==> config.mk <==
export PLATFORM = sky130hd
export DESIGN_NAME = decimal_scientific_number_parser_core
export DESIGN_NICKNAME = d
export VERILOG_FILES = /design/src/dsnp_pkg.sv /design/src/dsnp_step.sv /design/src/decimal_scientific_number_parser_core.sv
export SDC_FILE = /design/constraint.sdc
export NUM_CORES = 1
export LEC_CHECK = 0
export BUFFER_PORTS_ARGS = -buffer_cell sky130_fd_sc_hd__buf_2
export CELL_PAD_IN_SITES_DETAIL_PLACEMENT = 0
export CELL_PAD_IN_SITES_GLOBAL_PLACEMENT = 2
export CORE_ASPECT_RATIO = 1.25
export CORE_MARGIN = 5
export CORE_UTILIZATION = 39
export CTS_CLUSTER_DIAMETER = 30
export CTS_CLUSTER_SIZE = 30
export DETAILED_ROUTE_END_ITERATION = 10
export GPL_ROUTABILITY_DRIVEN = 0
export PLACE_DENSITY_LB_ADDON = 0.3
export SETUP_SLACK_MARGIN = 0.02
export SLEW_MARGIN = 30
export SYNTH_ARGS = -nofsm -noshare
export SYNTH_HDL_FRONTEND = slang
export SYNTH_SLANG_ARGS = --single-unit
==> constraint.sdc <==
create_clock -name clk -period 7.12 [get_ports clk]
set_input_delay 1.424 -clock clk [delete_from_list [all_inputs] [get_ports clk]]
set_output_delay 1.424 -clock clk [all_outputs]
set_load 0.05 [all_outputs]
==> src/dsnp_pkg.sv <==
// Shared types and constants for the decimal number parser.
package dsnp_pkg;

  localparam int unsigned CHAR_W = 8;
  localparam int unsigned DEXP_W = 17;

  localparam logic [CHAR_W-1:0] CH_ZERO  = 8'h30;
  localparam logic [CHAR_W-1:0] CH_NINE  = 8'h39;
  localparam logic [CHAR_W-1:0] CH_MINUS = 8'h2d;
  localparam logic [CHAR_W-1:0] CH_PLUS  = 8'h2b;
  localparam logic [CHAR_W-1:0] CH_POINT = 8'h2e;
  localparam logic [CHAR_W-1:0] CH_E_LO  = 8'h65;
  localparam logic [CHAR_W-1:0] CH_E_UP  = 8'h45;
  localparam logic [CHAR_W-1:0] CH_SPACE = 8'h20;
  localparam logic [CHAR_W-1:0] CH_TAB   = 8'h09;
  localparam logic [CHAR_W-1:0] CH_CR    = 8'h0d;

  typedef enum logic [2:0] {
    PH_WS,
    PH_INT,
    PH_FRAC,
    PH_ECHK,
    PH_ESIGN,
    PH_EDIG,
    PH_DONE
  } dsnp_phase_t;

  typedef struct packed {
    dsnp_phase_t phase;
    logic        neg;
    logic        exp_neg;
    logic        sat;
  } dsnp_flags_t;

  localparam dsnp_flags_t FLAGS_CLEAR = '{phase: PH_WS, neg: 1'b0, exp_neg: 1'b0, sat: 1'b0};

endpackage

==> src/dsnp_step.sv <==
// Combinational next-state logic that parses one character.
module dsnp_step #(
  parameter int unsigned MANTISSA_WIDTH = 64,
  parameter int unsigned EXP_W          = 15,
  parameter int unsigned FRAC_W         = 8,
  parameter int unsigned EXPONENT_LIMIT = 32767,
  parameter int unsigned FRACTION_LIMIT = 255
) (
  input  logic [dsnp_pkg::CHAR_W-1:0] char_code,
  input  dsnp_pkg::dsnp_flags_t       flags,
  input  logic [MANTISSA_WIDTH-1:0]   mant,
  input  logic [FRAC_W-1:0]           frac,
  input  logic [EXP_W-1:0]            expo,
  output dsnp_pkg::dsnp_flags_t       flags_nxt,
  output logic [MANTISSA_WIDTH-1:0]   mant_nxt,
  output logic [FRAC_W-1:0]           frac_nxt,
  output logic [EXP_W-1:0]            expo_nxt
);
  import dsnp_pkg::*;

  localparam int unsigned MANT_XW = MANTISSA_WIDTH + 4;
  localparam int unsigned EXP_XW  = EXP_W + 4;

  logic                      is_digit;
  logic                      is_space;
  logic [3:0]                digit;
  logic [MANT_XW-1:0]        mant_ext;
  logic [MANT_XW-1:0]        mant_prod;
  logic                      mant_ovf;
  logic [EXP_XW-1:0]         expo_ext;
  logic [EXP_XW-1:0]         expo_prod;
  logic                      expo_ovf;
  logic                      consumed;
  logic                      add_mant;

  assign is_digit = (char_code >= CH_ZERO) && (char_code <= CH_NINE);
  assign is_space = (char_code == CH_SPACE) || ((char_code >= CH_TAB) && (char_code <= CH_CR));
  assign digit    = char_code[3:0];

  assign mant_ext  = {4'b0000, mant};
  assign mant_prod = (mant_ext << 3) + (mant_ext << 1) + {{(MANT_XW-4){1'b0}}, digit};
  assign mant_ovf  = |mant_prod[MANT_XW-1:MANTISSA_WIDTH];

  assign expo_ext  = {4'b0000, expo};
  assign expo_prod = (expo_ext << 3) + (expo_ext << 1) + {{(EXP_XW-4){1'b0}}, digit};
  assign expo_ovf  = expo_prod > EXP_XW'(EXPONENT_LIMIT);

  always_comb begin
    flags_nxt = flags;
    mant_nxt  = mant;
    frac_nxt  = frac;
    expo_nxt  = expo;
    consumed  = 1'b0;
    add_mant  = 1'b0;

    if (flags_nxt.phase == PH_WS) begin
      if (is_space) begin
        consumed = 1'b1;
      end else begin
        flags_nxt.phase = PH_INT;
        if (char_code == CH_MINUS) begin
          flags_nxt.neg = 1'b1;
          consumed = 1'b1;
        end else if (char_code == CH_PLUS) begin
          consumed = 1'b1;
        end
      end
    end

    if (!consumed && flags_nxt.phase == PH_INT) begin
      if (is_digit) begin
        add_mant = 1'b1;
        consumed = 1'b1;
      end else if (char_code == CH_POINT) begin
        flags_nxt.phase = PH_FRAC;
        consumed = 1'b1;
      end else begin
        flags_nxt.phase = PH_ECHK;
      end
    end

    if (!consumed && flags_nxt.phase == PH_FRAC) begin
      if (is_digit) begin
        add_mant = 1'b1;
        consumed = 1'b1;
        if (frac >= FRAC_W'(FRACTION_LIMIT)) begin
          frac_nxt = FRAC_W'(FRACTION_LIMIT);
          flags_nxt.sat = 1'b1;
        end else begin
          frac_nxt = frac + FRAC_W'(1);
        end
      end else begin
        flags_nxt.phase = PH_ECHK;
      end
    end

    if (!consumed && flags_nxt.phase == PH_ECHK) begin
      flags_nxt.phase = PH_ESIGN;
      if (char_code == CH_E_LO || char_code == CH_E_UP) begin
        consumed = 1'b1;
      end
    end

    if (!consumed && flags_nxt.phase == PH_ESIGN) begin
      flags_nxt.phase = PH_EDIG;
      if (char_code == CH_MINUS) begin
        flags_nxt.exp_neg = 1'b1;
        consumed = 1'b1;
      end else if (char_code == CH_PLUS) begin
        consumed = 1'b1;
      end
    end

    if (!consumed && flags_nxt.phase == PH_EDIG) begin
      consumed = 1'b1;
      if (is_digit) begin
        if (expo_ovf) begin
          expo_nxt = EXP_W'(EXPONENT_LIMIT);
          flags_nxt.sat = 1'b1;
        end else begin
          expo_nxt = expo_prod[EXP_W-1:0];
        end
      end else begin
        flags_nxt.phase = PH_DONE;
      end
    end

    if (!consumed) begin
      flags_nxt.phase = PH_DONE;
    end

    if (add_mant) begin
      if (mant_ovf) begin
        mant_nxt = '1;
        flags_nxt.sat = 1'b1;
      end else begin
        mant_nxt = mant_prod[MANTISSA_WIDTH-1:0];
      end
    end
  end

endmodule

==> src/decimal_scientific_number_parser_core.sv <==
// Top level of the streaming decimal number parser.
//
// The input channel carries one character word per cycle (in_char_code) with
// in_end_of_string marking the last character of a number string. Each word
// passes through an input register and then through the parse logic, which
// updates the sign, mantissa, fraction count and exponent state. The word
// marked last produces one result word on the output channel: sign, decimal
// mantissa, decimal exponent (exponent minus fraction digits) and an
// overflow flag; the parse state then clears for the next string.
// A final character, once accepted, waits in the input register and then moves
// to the result register, where its result word becomes valid.
// Throughput: one character per cycle while in_stall is low, limited by the
// combinational multiply-by-ten-and-add on the mantissa that carries state between words.
// When out_stall holds a result, non-final characters still advance; a second
// final character waits in the input register and in_stall rises.
// Reset (synchronous, rst_n low) empties both registers and clears the state.
module decimal_scientific_number_parser_core #(
  parameter int unsigned MANTISSA_WIDTH = 64,
  parameter int unsigned EXPONENT_LIMIT = 32767,
  parameter int unsigned FRACTION_LIMIT = 255
) (
  input  logic                               clk,
  input  logic                               rst_n,
  input  logic                               in_valid,
  output logic                               in_stall,
  input  logic [dsnp_pkg::CHAR_W-1:0]        in_char_code,
  input  logic                               in_end_of_string,
  output logic                               out_valid,
  input  logic                               out_stall,
  output logic                               out_negative,
  output logic [MANTISSA_WIDTH-1:0]          out_mantissa,
  output logic signed [dsnp_pkg::DEXP_W-1:0] out_decimal_exponent,
  output logic                               out_overflow
);
  import dsnp_pkg::*;

  localparam int unsigned EXP_W  = $clog2(EXPONENT_LIMIT + 1);
  localparam int unsigned FRAC_W = $clog2(FRACTION_LIMIT + 1);

  logic                      s1_valid_r;
  logic [CHAR_W-1:0]         s1_char_r;
  logic                      s1_eos_r;
  logic                      advance;

  dsnp_flags_t               flags_r;
  dsnp_flags_t               flags_nxt;
  logic [MANTISSA_WIDTH-1:0] mant_r;
  logic [MANTISSA_WIDTH-1:0] mant_nxt;
  logic [FRAC_W-1:0]         frac_r;
  logic [FRAC_W-1:0]         frac_nxt;
  logic [EXP_W-1:0]          expo_r;
  logic [EXP_W-1:0]          expo_nxt;

  logic                      out_valid_r;
  logic                      out_negative_r;
  logic [MANTISSA_WIDTH-1:0] out_mantissa_r;
  logic [DEXP_W-1:0]         out_dexp_r;
  logic                      out_overflow_r;

  logic [DEXP_W-1:0]         expo_mag;
  logic [DEXP_W-1:0]         expo_signed;
  logic [DEXP_W-1:0]         dexp_nxt;

  assign advance  = s1_valid_r && !(s1_eos_r && out_valid_r && out_stall);
  assign in_stall = s1_valid_r && !advance;

  dsnp_step #(
    .MANTISSA_WIDTH(MANTISSA_WIDTH),
    .EXP_W         (EXP_W),
    .FRAC_W        (FRAC_W),
    .EXPONENT_LIMIT(EXPONENT_LIMIT),
    .FRACTION_LIMIT(FRACTION_LIMIT)
  ) u_step (
    .char_code(s1_char_r),
    .flags    (flags_r),
    .mant     (mant_r),
    .frac     (frac_r),
    .expo     (expo_r),
    .flags_nxt(flags_nxt),
    .mant_nxt (mant_nxt),
    .frac_nxt (frac_nxt),
    .expo_nxt (expo_nxt)
  );

  assign expo_mag    = {{(DEXP_W-EXP_W){1'b0}}, expo_nxt};
  assign expo_signed = flags_nxt.exp_neg ? (~expo_mag + DEXP_W'(1)) : expo_mag;
  assign dexp_nxt    = expo_signed - {{(DEXP_W-FRAC_W){1'b0}}, frac_nxt};

  always_ff @(posedge clk) begin
    if (!rst_n) begin
      s1_valid_r <= 1'b0;
    end else if (in_valid && !in_stall) begin
      s1_valid_r <= 1'b1;
    end else if (advance) begin
      s1_valid_r <= 1'b0;
    end
  end

  always_ff @(posedge clk) begin
    if (in_valid && !in_stall) begin
      s1_char_r <= in_char_code;
      s1_eos_r  <= in_end_of_string;
    end
  end

  always_ff @(posedge clk) begin
    if (!rst_n) begin
      flags_r <= FLAGS_CLEAR;
      mant_r  <= '0;
      frac_r  <= '0;
      expo_r  <= '0;
    end else if (advance) begin
      if (s1_eos_r) begin
        flags_r <= FLAGS_CLEAR;
        mant_r  <= '0;
        frac_r  <= '0;
        expo_r  <= '0;
      end else begin
        flags_r <= flags_nxt;
        mant_r  <= mant_nxt;
        frac_r  <= frac_nxt;
        expo_r  <= expo_nxt;
      end
    end
  end

  always_ff @(posedge clk) begin
    if (!rst_n) begin
      out_valid_r <= 1'b0;
    end else if (advance && s1_eos_r) begin
      out_valid_r <= 1'b1;
    end else if (out_valid_r && !out_stall) begin
      out_valid_r <= 1'b0;
    end
  end

  always_ff @(posedge clk) begin
    if (advance && s1_eos_r) begin
      out_negative_r <= flags_nxt.neg;
      out_mantissa_r <= mant_nxt;
      out_dexp_r     <= dexp_nxt;
      out_overflow_r <= flags_nxt.sat;
    end
  end

  assign out_valid            = out_valid_r;
  assign out_negative         = out_negative_r;
  assign out_mantissa         = out_mantissa_r;
  assign out_decimal_exponent = out_dexp_r;
  assign out_overflow         = out_overflow_r;

`ifndef NO_ASSERTIONS
  a_final_gives_result: assert property (@(posedge clk) disable iff (!rst_n)
    advance && s1_eos_r |=> out_valid_r)
    else $error("A final character did not produce a result word.");

  a_clear_after_string: assert property (@(posedge clk) disable iff (!rst_n)
    advance && s1_eos_r |=> flags_r == FLAGS_CLEAR && mant_r == '0)
    else $error("Parse state did not clear after a string.");

  a_ws_state_clean: assert property (@(posedge clk) disable iff (!rst_n)
    flags_r.phase == PH_WS |-> mant_r == '0 && frac_r == '0 && expo_r == '0)
    else $error("Accumulators hold data while still skipping white space.");

  a_stall_only_on_full: assert property (@(posedge clk) disable iff (!rst_n)
    in_stall |-> s1_eos_r && out_valid_r && out_stall)
    else $error("Input stalled without a blocked result word.");
`endif

endmodule
======== Word level (Yosys, flattened, before mapping) ========
Index checks and enable logic that the tools add are counted.
operators by class
  eq/ne operators ......................... 11
  order comparisons ....................... 6
  $add $sub $neg .......................... 7
  muxes and demuxes ....................... 59
  reduce and logical (&&, ||, !) cells .... 29
  div/mod/pow operators ................... 0
  multiply operators ...................... 0
  shifts and indexed selects .............. 0
  bitwise logic cells ..................... 1
operators by type and width
  kind                                                            number
  two-way mux 64 bit                                              3
  adder 67 x 65 -> 68 bit                                         1
  adder 68 x 4 -> 68 bit                                          1
  two-way mux 15 bit                                              4
  two-way mux 1 bit                                               35
  == test 8 x 6 -> 1 bit, second input constant                   4
  two-way mux 8 bit                                               4
  two-way mux 3 bit                                               9
  adder 18 x 16 -> 19 bit                                         1
  adder 19 x 4 -> 19 bit                                          1
  > comparator 19 x 15 -> 1 bit, second input constant            1
  adder 17 x 1 -> 17 bit, second input constant                   1
  two-way mux 17 bit                                              1
  inverter 15 -> 17 bit                                           1
  subtractor 17 x 8 -> 17 bit                                     1
  == test 8 x 7 -> 1 bit, second input constant                   2
  logical AND 1 bit                                               14
  zero test 1 bit                                                 9
  adder 8 x 1 -> 8 bit, second input constant                     1
  >= comparator 8 x 4 -> 1 bit, second input constant             1
  >= comparator 8 x 6 -> 1 bit, second input constant             1
  >= comparator 8 bit, second input constant                      1
  less-or-equal comparator 8 x 4 -> 1 bit, second input constant  1
  less-or-equal comparator 8 x 6 -> 1 bit, second input constant  1
  other kinds (9)                                                 14
word-level totals
  output and inout port bits .............. 85
  ROM bits ................................ 0
  latch bits .............................. 0
  word-level logic and storage cells ...... 128
  RAM bits ................................ 0
  input port bits ......................... 13
  memories ................................ 0
  register bits ........................... 187

======== Depth between registers and ports, before layout ========
  depth in word-level cells ............... 24
  mapped depth ............................ 28

======== Cells and area by module ========
Synthesis repeated with hierarchy kept, for this count alone.
unflattened totals
  cell total of the unflattened synthesis .. 1,652
  area total of the unflattened synthesis .. 15,107.0 um2
by module, submodules not included
  module                                 area each (um2)  sequential area each (um2)  cells an instance  instances
  dsnp_step                              7,996.4          0.0                         1,095              1
  decimal_scientific_number_parser_core  7,110.6          4,664.5                     557                1

======== Worst setup path before layout ========
OpenSTA, ideal clock, no wires.
  kind .................................... flip-flop to flip-flop
  from .................................... register s1_char_r[3]
  to ...................................... register out_dexp_r[15], in the netlist out_decimal_exponent[15] (data pin)
  data arrival time ....................... 5,514 ps
  path slack .............................. 1,345 ps
  setup time .............................. 261 ps
  stages on the path, launching flop included .. 28
  path buffers ............................ 1
  required time ........................... 6,859 ps
  path through ............................ edfxtp_1 fa_1 inv_1 fa_1 nor2b_4 o31a_1 o311a_1 o31a_1 o41a_4 buf_6 nor2_1 nand2_1 o21ai_0 ha_1 mux2i_1 inv_1 ha_1 nor2b_1 o21ai_0 a21boi_0 o21ai_0 a21boi_0 o21ai_0 nand2b_1 a21oi_1 nand4_1 nor4_2 xnor2_1
on the way
  cells in the longest elaborated chain, start to end .. 24
  elaborated cells on any way between the ends .. 65
  those cells by class .................... add/sub: 3; order compare: 5; eq/ne: 11; mux: 31; bitwise: 1; reduce/logical: 14
ends and longest elaborated chain
  what                                                        RTL line                                      text
  start, declared                                             decimal_scientific_number_parser_core.sv:41   logic [CHAR_W-1:0] s1_char_r;
  start signal, assigned                                      decimal_scientific_number_parser_core.sv:101  s1_char_r <= in_char_code;
  >= comparator 8 x 4 -> 1 bit, or another cell as far along  dsnp_step.sv:37                               assign is_space = (char_code == CH_SPACE) || ((char_code >= CH_TAB) && (char_code <= CH_CR));
  logical AND 1 bit or two-way mux 1 bit (tied branches)      dsnp_step.sv:37, dsnp_step.sv:64
  logical OR 1 bit or two-way mux 1 bit (tied branches)       dsnp_step.sv:37, dsnp_step.sv:61
  two-way mux 4 bit or two-way mux 1 bit (tied branches)      dsnp_step.sv:57                               if (is_space) begin
  two-way mux 4 bit or two-way mux 1 bit (tied branches)      dsnp_step.sv:56                               if (flags_nxt.phase == PH_WS) begin
  == test 3 x 1 -> 1 bit, or another cell as far along        dsnp_step.sv:70                               if (!consumed && flags_nxt.phase == PH_INT) begin
  logical AND 1 bit or two-way mux 1 bit (tied branches)      dsnp_step.sv:70, dsnp_step.sv:71
  two-way mux 3 bit or two-way mux 1 bit (tied branches)      dsnp_step.sv:70
  [9 not listed]                                              n/a
  == test 3 bit or zero test 1 bit (tied branches)            dsnp_step.sv:114                              if (!consumed && flags_nxt.phase == PH_EDIG) begin
  logical AND 1 bit                                           dsnp_step.sv:114
  two-way mux 15 bit                                          dsnp_step.sv:114
  inverter 15 -> 17 bit                                       decimal_scientific_number_parser_core.sv:86   assign expo_signed = flags_nxt.exp_neg ? (~expo_mag + DEXP_W'(1)) : expo_mag;
  adder 17 x 1 -> 17 bit                                      decimal_scientific_number_parser_core.sv:86
  two-way mux 17 bit                                          decimal_scientific_number_parser_core.sv:86
  subtractor 17 x 8 -> 17 bit *                               decimal_scientific_number_parser_core.sv:87   assign dexp_nxt = expo_signed - {{(DEXP_W-FRAC_W){1'b0}}, frac_nxt};
  via dexp_nxt[15]                                            decimal_scientific_number_parser_core.sv:62   logic [DEXP_W-1:0] dexp_nxt;
  end signal, assigned                                        decimal_scientific_number_parser_core.sv:141  out_dexp_r <= dexp_nxt;
  end, declared                                               decimal_scientific_number_parser_core.sv:57   logic [DEXP_W-1:0] out_dexp_r;
The timed path passes the listed nets; every way through them passes the cells marked *.
A chain may end at the register's enable or synchronous reset.

======== Worst setup path in the final report ========
Ends and elaborated chain as after synthesis.

==> summary.md <==
| Metric | Value |
|---|---|
| Status | complete, no violations |
| Area contributors post-synth | edfxtp_1 (19%), ha_1 (14%), dfxtp_1 (13%), a21oi_1 (6.5%), a31oi_1 (4.5%) |
| Largest net degree at the start of global routing | 82 |
| Detail Route Antenna Nets | 0 |
| Final nets | 1898 |
| Via density | 5.84 |
| CTS Buffer Depth | 2 |
| Mean Syn Cell Area | 8.76 um2 |
| Io pins | 98 |
| R2R cell count | 26 |
| # resized after CTS | 0 |
| Final core occ | 0.434 |
| RSZ-0062 raised after global routing | no |
| Setup Buffers After CTS | 0 |
| Top-area cell type share of the netlist area | 0.187 |
| Clk Tree Root Cell | clkbuf_16 |
| Initial antenna violation count | 0 |
| Clk_lat worst skew | 480 ps |
| Worst setup EP type | flop |
| TritonCTS Buffers | 17 |
| Synth Cell Area | 0.0148 mm2 |
| Hold_sp | out_valid$_SDFFE_PN0P_ |
| Peak supply drop | 0.188 mV |
| # placed instances | 2181 |
| Most used DFF post-synth | dfxtp_1 |
| EDFF count, synth | 92 |
| # clock sinks | 187 |
| CP Launch Point | s1_char_r[3]$_DFFE_PP_ |
| Worst-path clk slew | 80 ps |
| Starting DRT DRC Count | 786 |
| FP Rows | 79 |
| Syn_nets | 1869 |
| Die area | 0.0419 mm2 |
| Final hold vios | 0 |
| Worst Clk Skew | 20.3 ps |
| Vias | 12933 |
| Capture point of the worst reg-to-reg path | out_decimal_exponent[15]$_DFFE_PP_ |
| Max_slew headroom | 0.314 |
| Static leakage | 7.01 nW |
| Final setup viols | 0 |
| Die W | 184 um |
| Worst endpoint required time | 7340 ps |
| Most common cell in the netlist | a21oi_1 |
| Worst R2R Setup Slack | 740 ps |
| Hold Path Class | reg -> reg |
| WP data arrival | 6600 ps |
| Layout Cells excl Fill | 2213 |
| Register bit count reported by yosys | 187 |
| Yosys warns | 0 |
| First-pass GRT wire length | 67.5 mm |
| Max-cap violations | 0 |
| Async S/R FF share, synth | 0 |
| Die H | 228 um |
| Drt total wl | 41.3 mm |
| Hpwl dp | 30.4 mm |
| Worst-Margin Slew | 1030 ps |
| Layout cells sized above 1 | 0.111 |
| Min-Delay Endpoint | out_valid$_SDFFE_PN0P_ |
| Slew Viols, Final | 0 |
| Minimum period implied by the final worst setup slack | 6380 ps |
| Reg2Reg Launch Point | s1_char_r[3]$_DFFE_PP_ |
| PortBufs | 97 |
| Power Density | 139 mW/mm2 |
| Commonest cells in the netlist | a21oi_1 (193), ha_1 (166), nor2_1 (161) |
| Library cells used by synthesis | 83 |
| Crit Path Max Fanout | 14 |
| DRC Markers | 0 |
| GR Overflow Total | 0 |
| H-tree depth | 4 |
| # diodes | 0 |
| CTS tree | built |
| Total Routing Usage GR | 0.198 |
| Final worst-path cycle share | 0.897 |
| Core footprint | 0.0374 mm2 |
| F_max | 157 MHz |
| Hold path cells | 2 |
| Hold Buf Count CTS | 0 |
| Seq/Total Area, Yosys | 0.316 |
| Setup TNS Final | 0 ps |
| Vias in the first global route | 12553 |
| Post-synthesis cell count | 1685 |
| WL per Instance | 18.7 um |
| CP Class | reg -> reg |
| Area grow syn2layout | 9.74% |
| Drt first pass iters | 5 |
| Cell taking the most area after synthesis | edfxtp_1 |
| CP Launch Type | flop |
| Initial Util | 0.395 |
## how the worst max path moves through the flow
stage	endpoint	slack [ps]
floorplan	out_decimal_exponent[15]$_DFFE_PP_	1350
global placement	out_decimal_exponent[15]$_DFFE_PP_	930
detailed placement	out_decimal_exponent[15]$_DFFE_PP_	760
CTS	out_decimal_exponent[15]$_DFFE_PP_	700
global route	out_decimal_exponent[15]$_DFFE_PP_	170
finish	out_decimal_exponent[15]$_DFFE_PP_	740
## registers in the layout, indices dropped and copies added (netlist names), 6 cells and up
name                  count
mant_r                   64
flags_r                   6
out_mantissa             64
frac_r                    8
s1_char_r                 8
out_decimal_exponent     17
expo_r                   15
## per-layer routing
| metal | vias up | GRT usage | share of wire |
|---|---|---|---|
| li1 | 6449 | - | - |
| met1 | 6192 | 0.261 | 0.46 |
| met2 | 257 | 0.342 | 0.49 |
| met3 | 35 | 0.0286 | 0.037 |
| met4 | 0 | 0.0456 | 0.013 |
| met5 | - | 0 | 0 |
## power breakdown
part           internal (mW)  switching (mW)
registers               1.14         0.00976
clock network          0.496           0.479
logic                 0.0343           0.102
## layout by cell type (no fill, tap or decap), types with 9 or more instances in the layout
cell type	n
clkbuf_16	17
nor2b_1	28
xnor2_1	50
dfxtp_1	95
edfxtp_1	92
o31ai_1	9
a41oi_1	47
buf_2	97
a22oi_1	14
a21boi_0	46
o21ai_0	65
ha_1	166
buf_4	16
and3_1	13
a21o_1	61
nand4_1	17
nand3_1	30
or3_1	9
and2_1	18
o21bai_1	24
a21oi_1	191
a31oi_1	107
o221ai_1	9
nand2_1	85
nor3_1	15
xor2_1	33
inv_1	41
nor2_1	160
## worst max-delay path, stage by stage, from the launching register on
cell and delay (ps):
edfxtp_1 560, fa_1 560, inv_1 110, fa_1 270, nor2b_4 60, o31a_1 300
o311a_1 330, o31a_1 310, o41a_4 490, nor2_1 130, nand2_1 60, o21ai_0 180
ha_1 310, mux2i_1 240, inv_1 80, ha_1 280, nor2b_1 120, o21ai_0 200
a21boi_0 150, o21ai_0 220, a21boi_0 150, o21ai_0 180, nand2b_1 110, a21oi_1 200
nand4_1 200, nor4_2 230, xnor2_1 100
## cells by family (layout without fill, tap and decap cells)
family / after synthesis / after routing / share of synthesized area
AOI/OAI and AO/OA: 660 / 660 / 0.299
xor gates and xnor gates: 86 / 86 / 0.0525
adders and majority gates: 171 / 171 / 0.147
buffers and inverters: 148 / 190 / 0.0411
DFF: 187 / 187 / 0.316
muxes: 5 / 5 / 0.00373
and+or+nand+nor: 428 / 428 / 0.140
## per-stage QoR
stage                     hold slack (ps)  cell area (um2)  setup WS [ps]  total power [mW]
after floorplan                       479            14800           1350              1.27
after global placement                464            15600            932              1.31
after detailed placement              479            15600            758              1.31
after CTS                             487            16200            702              2.29
after global routing                  533            16200            174              2.35
final                                 479            16200            736              2.26
## cell type report
type | count | area [um2]
Clock inverter | 14 | 146
Sequential cell | 187 | 4660
Multi-Input combinational cell | 1350 | 9530
Inverter | 42 | 159
Fill cell | 3730 | 21200
Clock buffer | 18 | 429
Tap cell | 486 | 608
Timing Repair Buffer | 116 | 666
Note: power is estimated with default switching activity, not from simulation.
